**src/rtl/analog_stick_deadzone_octagon_unit_assert.svh**
```systemverilog
// ----------------------------------------------------------------------------
// Assertion macros for the stick conditioner
// Shared concurrent check forms used by the top-level conditioner module.
// ----------------------------------------------------------------------------
`ifndef ANALOG_STICK_DEADZONE_OCTAGON_UNIT_ASSERT_SVH
`define ANALOG_STICK_DEADZONE_OCTAGON_UNIT_ASSERT_SVH

// Check that an antecedent implies a consequent at the same edge.
`define ASDO_ASSERT_IMP(lbl, clk, rst_n, a, c) \
  lbl: assert property (@(posedge clk) disable iff (!rst_n) (a) |-> (c)) \
    else $error("assertion failed");

// Check that an antecedent implies a consequent at the next edge.
`define ASDO_ASSERT_NXT(lbl, clk, rst_n, a, c) \
  lbl: assert property (@(posedge clk) disable iff (!rst_n) (a) |=> (c)) \
    else $error("assertion failed");

`endif

```
**src/rtl/asdo_sqrt.sv**
```systemverilog
// ----------------------------------------------------------------------------
// asdo_sqrt
// Pipelined integer square root, one result bit per stage.
// ----------------------------------------------------------------------------
`timescale 1ns / 1ps
`default_nettype none
module asdo_sqrt #(
  parameter int unsigned InW = 48,
  parameter int unsigned TagW = 8
) (
  input  wire logic                clk_i,
  input  wire logic                rst_ni,
  input  wire logic                valid_i,
  input  wire logic [InW-1:0]      rad_i,
  input  wire logic [TagW-1:0]     tag_i,
  output logic                     valid_o,
  output logic [InW/2-1:0]         root_o,
  output logic [TagW-1:0]          tag_o
);
  localparam int unsigned OutW = InW / 2;

  logic [OutW:0]          vld_q;
  logic [InW-1:0]         rem_q  [OutW+1];
  logic [OutW-1:0]        root_q [OutW+1];
  logic [TagW-1:0]        tag_q  [OutW+1];

  always_comb begin
    vld_q[0]  = valid_i;
    rem_q[0]  = rad_i;
    root_q[0] = '0;
    tag_q[0]  = tag_i;
  end

  for (genvar s = 0; s < OutW; s++) begin : g_stage
    localparam int unsigned B = OutW - 1 - s;
    logic [InW+1:0] trial;
    logic [InW+1:0] remx;
    logic [OutW-1:0] rt_d;
    logic [InW-1:0] rem_d;
    always_comb begin
      trial = ({{(InW+2-OutW){1'b0}}, root_q[s]} << (B + 1))
            + ({{(InW+1){1'b0}}, 1'b1} << (2 * B));
      remx  = {2'b00, rem_q[s]};
      rt_d  = root_q[s];
      rem_d = rem_q[s];
      if (remx >= trial) begin
        rem_d = rem_q[s] - trial[InW-1:0];
        rt_d[B] = 1'b1;
      end
    end
    always_ff @(posedge clk_i or negedge rst_ni) begin
      if (!rst_ni) begin
        vld_q[s+1] <= 1'b0;
      end else begin
        vld_q[s+1] <= vld_q[s];
      end
    end
    always_ff @(posedge clk_i) begin
      rem_q[s+1]  <= rem_d;
      root_q[s+1] <= rt_d;
      tag_q[s+1]  <= tag_q[s];
    end
  end

  assign valid_o = vld_q[OutW];
  assign root_o  = root_q[OutW];
  assign tag_o   = tag_q[OutW];
endmodule
`default_nettype wire

```
**config.mk**
```make
export PLATFORM = sky130hd
export DESIGN_NAME = asdo_sqrt
export DESIGN_NICKNAME = d
export VERILOG_FILES = /design/src/rtl/analog_stick_deadzone_octagon_unit_assert.svh /design/src/rtl/asdo_sqrt.sv
export SDC_FILE = /design/constraint.sdc
export NUM_CORES = 2
export LEC_CHECK = 0
export ABC_AREA = 1
export BUFFER_PORTS_ARGS = -buffer_cell sky130_fd_sc_hd__buf_2
export CAP_MARGIN = 40
export CORE_UTILIZATION = 35
export DETAILED_ROUTE_END_ITERATION = 6
export GPL_TIMING_DRIVEN = 0
export PLACE_DENSITY_LB_ADDON = 0.08
export SYNTH_ARGS = -nofsm -noshare
export SYNTH_HDL_FRONTEND = slang
export SYNTH_SLANG_ARGS = --single-unit
```
**constraint.sdc**
```tcl
create_clock -name clk_i -period 2.31 [get_ports clk_i]
set_clock_uncertainty 0.1 [all_clocks]
set_input_delay 0.693 -clock clk_i [delete_from_list [all_inputs] [get_ports clk_i]]
set_output_delay 0.693 -clock clk_i [all_outputs]
set_load 0.05 [all_outputs]
```
# Yosys cells after proc, flatten, opt, wreduce, memory -nomap -nowiden
# Cells that the tools add are included.
# op_classes
addsub	46
multipliers	0
div_mod_pow	0
magnitude_cmp	24
n_eq_ne	0
shifts	0
n_mux	24
bitwise_logic	0
n_reduce_logical	0
# ops
op	n
2-to-1 mux 48 bit	23
adder 47 x 45 -> 48 bit, second input constant	1
>= comparator 48 x 26 -> 1 bit	1
>= comparator 48 x 27 -> 1 bit	1
>= comparator 48 x 28 -> 1 bit	1
>= comparator 48 x 29 -> 1 bit	1
>= comparator 48 x 30 -> 1 bit	1
>= comparator 48 x 31 -> 1 bit	1
>= comparator 48 x 32 -> 1 bit	1
>= comparator 48 x 33 -> 1 bit	1
>= comparator 48 x 34 -> 1 bit	1
>= comparator 48 x 35 -> 1 bit	1
>= comparator 48 x 36 -> 1 bit	1
>= comparator 48 x 37 -> 1 bit	1
>= comparator 48 x 38 -> 1 bit	1
>= comparator 48 x 39 -> 1 bit	1
>= comparator 48 x 40 -> 1 bit	1
>= comparator 48 x 41 -> 1 bit	1
>= comparator 48 x 42 -> 1 bit	1
>= comparator 48 x 43 -> 1 bit	1
>= comparator 48 x 44 -> 1 bit	1
>= comparator 48 x 45 -> 1 bit	1
>= comparator 48 x 46 -> 1 bit	1
>= comparator 48 x 47 -> 1 bit	1
48 further kinds	48
# word_totals
reg_bits	1620
latchBits	0
mem_bits_rw	0
romBits	0
in_bits	59
output_inout_bits	33
elab_cells	212
memories	0

# Logic depth before layout (Yosys ltp)
# logic_depth
ltp_word	3
ltp_mapped	16
ltp_nobuf	16

# Least setup slack after synthesis
# OpenSTA, ideal clock, no wires.
# synth_timing
path_type	register to register
start	register root_q, in the netlist g_stage[6].rt_d[18]
end	register rem_q, in the netlist g_stage[7].remx[39]
setup_ns	0.113
t_arrival_ns	1.835
required_ns	2.097
setup_slack_ns	0.262
path_stages_with_launch	12
path_buffers	1
synth_period_minus_slack_ns	2.048
cell_sequence	dfxtp_1 inv_1 ha_1 nand3b_1 nand3_2 a21oi_1 o21ai_1 nor2_2 nand2_2 buf_2 nand2_1 nand2_1
# synth_via
elab_chain_len	3
elab_cells_between_ends	4
classes_between	2 x add/sub; 1 x order compare; 1 x mux
# synth_rtl
item	line	text
from (decl)	asdo_sqrt.sv:24	logic [OutW-1:0] root_q [OutW+1];
from (signal, indexed assignment)	asdo_sqrt.sv:60	root_q[s+1] <= rt_d;
adder 42 x 35 -> 43 bit (*)	asdo_sqrt.sv:42	+ ({{(InW+1){1'b0}}, 1'b1} << (2 * B));
subtractor 48 x 43 -> 48 bit / >= comparator 48 x 43 -> 1 bit (equally long branches)	asdo_sqrt.sv:47, asdo_sqrt.sv:46	
2-to-1 mux 48 bit (*)	asdo_sqrt.sv:46	if (remx >= trial) begin
via g_stage[6].rem_d[39]	asdo_sqrt.sv:39	logic [InW-1:0] rem_d;
to (signal, indexed assignment)	asdo_sqrt.sv:59	rem_q[s+1] <= rem_d;
to (decl)	asdo_sqrt.sv:23	logic [InW-1:0] rem_q [OutW+1];
# The timed path passes the listed nets; every way through them passes the cells marked *.
# A chain may end at the register's enable or synchronous reset.

# Worst setup path after layout
# layout_timing
start	register root_q, in the netlist g_stage[16].rt_d[17]
end	register rem_q, in the netlist g_stage[17].remx[38]
# layout_via
elab_chain_len	3
elab_cells_between_ends	4
classes_between	2 x add/sub; 1 x order compare; 1 x mux
# layout_rtl
item	line
adder 32 x 15 -> 33 bit (*)	asdo_sqrt.sv:42
subtractor 48 x 33 -> 48 bit / >= comparator 48 x 33 -> 1 bit (equally long branches)	asdo_sqrt.sv:47, asdo_sqrt.sv:46
2-to-1 mux 48 bit (*)	asdo_sqrt.sv:46
via g_stage[16].rem_d[38]	asdo_sqrt.sv:39
# Marked as above.

==> flow_summary.ini <==
[critical_path]
critical_path.cell_chain = inv_1 -> ha_4 -> nand2_1 -> nor2_4 -> nand2_4 -> nor2_4 -> buf_6 -> a31oi_4 -> nand2_8 -> inv_8 -> buf_12 -> a21oi_4
r2r-start = g_stage[16].rt_d[17]
worst_setup_path_start_kind = register
critPathSlowestCell = dfxtp_4
critPathArrivalTime_ns = 2.92
timing.setup.critical_path_class = reg -> reg
worst_r2r_endpoint = g_stage[17].remx[38]
path_common_cell = nor2_4
critical_path_depth = 12
critical_path.max_fanout = 10
critical_path_required_ns = 2.95
critPathMaxStageDelay_ns = 0.37
worstSetupStartpoint = g_stage[16].rt_d[17]
reg2reg_setup_slack_ns = 0.03
cp-endpoint = g_stage[17].remx[38]
cp_num_buf_inv = 4
endpoint_class_of_the_critical_path = register
number_of_cells_traversed_by_the_worst_register_to_register_path = 12
timing.critical_path.max_delay_family = simple AND/OR/NAND/NOR gates

[hold_path]
hold_path_class = reg -> reg
worstHoldStart = tag_q[50]

[run_status]
status = completed

[die]
pin_count = 92
design.die.area_sq_um = 199300
fp.coreArea_sq_um = 195600
core.rowCount = 162
start_util_pct = 35.33
die_h_um = 446.4
die-width_um = 446.4

[logic_synthesis]
yosysWarningCount = 0
avg_cell_area_syn_sq_um = 7.466
synth_nets = 9638
synthFlopType = dfxtp_1
register_bit_total_from_synthesis = 1620
post_synth_inst_count = 9257
synth_edf_count = 0
post_synth_instance_area_sq_um = 69120
synth.lib_cells_used.distinct = 58
synth.yosys.seq_area_share_pct = 47.10
ys_async_sr_fraction_pct = 1.481

[global_routing]
pin_count_of_the_biggest_net_entering_global_routing = 25
antenna_found_initial = 9
first_global_vias = 57503
grt.total_usage_pct = 22.34
grt_pass1_wl_um = 340900
grt.overflow.total = 0

[place]
numPortBuffers = 91
finalWeightedCongestion = 0.9497
dpl_worst_slack_ns = -0.8492
hpwl_um = 181200
dpl-instance-area_sq_um = 72850

[timing]
minimum_hold_slack_ns = 0.2065
worst-slew-pin-transition_ns = 0.5928
highest_attainable_clock_frequency_mhz = 438.3
finalMaxSlewViolations = 0
final_critical_path_setup_slack_ns = 0.02836
hold_viol = 0
unrepaired_setup_endpoints_after_global_routing = yes
relSlewSlack_pct = 60.12
shortest_clock_period_the_worst_path_allows_after_layout_ns = 2.282
setup-violations-final = 0
post-route-period-util_pct = 98.77

[power]
static-leakage-power_nw = 41.01
netSwitchingFraction_pct = 39.17
intPower_mw = 66.97
power_density_nw_per_um2 = 1262
clock_share_of_power_pct = 27.8
comb_power_share_pct = 35.0
seq_power_share_pct = 37.2
irDropWorstVdd_mv = 0.8967
switchingPower_mw = 43.13
totalPowerFinal_mw = 110.1

[route]
routed-via-count = 59295
detail-route-antenna-nets = 0
totalWireLength_um = 227400
detailedRoute.firstIterationViolations = 4065
routed_len_inst_um = 18.15
post-route-drc-count = 0
firstDrtPassIters = 6
detail_route.vias_per_cell = 4.733

[layout]
post-route-util_pct = 44.62
area_growth_syn_to_layout_pct = 26.26
total_of_fill_cells_in_the_finished_design = 19589
num-nets-final = 10131
final_cell_area_sq_um = 87270
drive_above_1_share_pct = 16.96

[flow_run]
timing.max_cap.violations = 0

[clock_network]
clk_pin_slew_worst_paths_ns = 0.06
clk_latency_ns = 0.85
clockBufferDepth = 3
cts-htree-levels = 4
tritoncts.num_buffers = 179
cts_tree = yes
clockRootBuffer = clkbuf_16
tritoncts_num_sinks = 1620
[cell families (layout without fill, tap and decap cells)]
group,Yosys count,count (layout),share of synthesized area (%)
and+or+nand+nor,4736,4736,28.68
DFF,1620,1620,47.10
buffers and inverters,1497,2141,8.556
AOI/OAI and AO/OA,808,808,6.363
adders and majority gates,322,322,5.829
xor gates and xnor gates,274,274,3.472
other,0,3,0
[metal layers]
layer,vias up,part of all wire (%),global-route usage [%]
met5,-,0,0
met4,0,2.5,6.273
met3,303,4.4,2.686
met2,1358,42,33.97
met1,27491,51,32.88
li1,30143,-,-
[registers in the layout, summed over array words and instances, names as in the netlist]
| register | cells |
|---|---|
| tag_q | 184 |
| root_o | 24 |
| valid_o | 1 |
| g_stage.remx | 1104 |
| vld_q | 23 |
| g_stage.rt_d | 276 |
| tag_o | 8 |
[area by class of cell]
type	count	area, sq um	area share [%]
multi-input cells	6140	35530	40.71
flip-flops and latches	1620	32920	37.73
inverters	1420	5394	6.181
clock buffers	228	5034	5.768
well taps	2624	3283	3.762
repair buffers	315	2625	3.008
clock inverters	104	1572	1.801
plain buffers	73	890.9	1.021
repair inverters	1	8.758	0.01004
diodes	3	7.507	0.008603
[worst min path at each step]
stage | end | cells past startpoint
finish | tag_q[42] | 0
global route | tag_q[161] | 0
CTS | vld_q[21] | 2
detailed placement | tag_q[10] | 0
global placement | tag_q[53] | 0
floorplan | tag_o[0] | 0
[cells in the mapped netlist, drive strengths merged, types with 5 or more instances]
cell / number / area [sq um]
buf: 74 / 560.5
ha: 322 / 4029
o21bai: 25 / 198.9
nand2: 2699 / 10180
nor2: 1015 / 3885
nand3: 515 / 2638
inv: 1420 / 5338
nor4: 92 / 575.6
nor2b: 6 / 37.54
a21o: 21 / 158.9
o21a: 7 / 52.55
nor3: 129 / 675.7
dfxtp: 1596 / 31950
xor2: 124 / 1086
and3: 5 / 31.28
nand4: 196 / 1232
xnor2: 150 / 1314
or2: 12 / 75.08
dfrtp: 24 / 600.6
nor3b: 5 / 37.54
o211ai: 8 / 60.06
o21ai: 330 / 1700
a21oi: 395 / 2041
and2: 11 / 68.82
a21boi: 8 / 60.06
nand3b: 45 / 350.3
[timing repair]
action,4_1_cts,5_1_grt
hold buffers,58,0
buffers inserted,68,88
setup endpoints to repair,510,522
hold endpoints to repair,81,0
gates resized for setup,785,603
gates cloned,3,10
pin swaps,53,114
[metrics by stage]
stage	TNS (ns)	cells
finish	0	12528
global route	-1.084	12526
CTS	-0.2147	12431
detailed placement	-161.41	11972
global placement	-166.50	11972
floorplan	0	9257
[cell usage in the layout, fill, tap and decap left out, types with 124 or more instances in the layout]
cell type,instances
nor2_1,876
nand2_2,139
nand3_1,481
nand2_1,2532
dfxtp_2,124
inv_1,1370
buf_4,161
o21ai_0,168
ha_1,127
dfxtp_1,1414
clkbuf_16,187
ha_4,180
xnor2_1,149
nand4_1,195
a21oi_1,254
[power groups by stage]
stage	sequential [mW]	clock, mW	combinational, mW
2_1_floorplan	37.3	0	23.3
3_5_place_dp	40.6	0	32.1
3_3_place_gp	40.6	0	32.2
5_1_grt	41.4	32.8	42.9
4_1_cts	40.5	31.6	35.4
6_report	40.9	30.6	38.5
No activity file was read; power rests on OpenSTA's default activity.
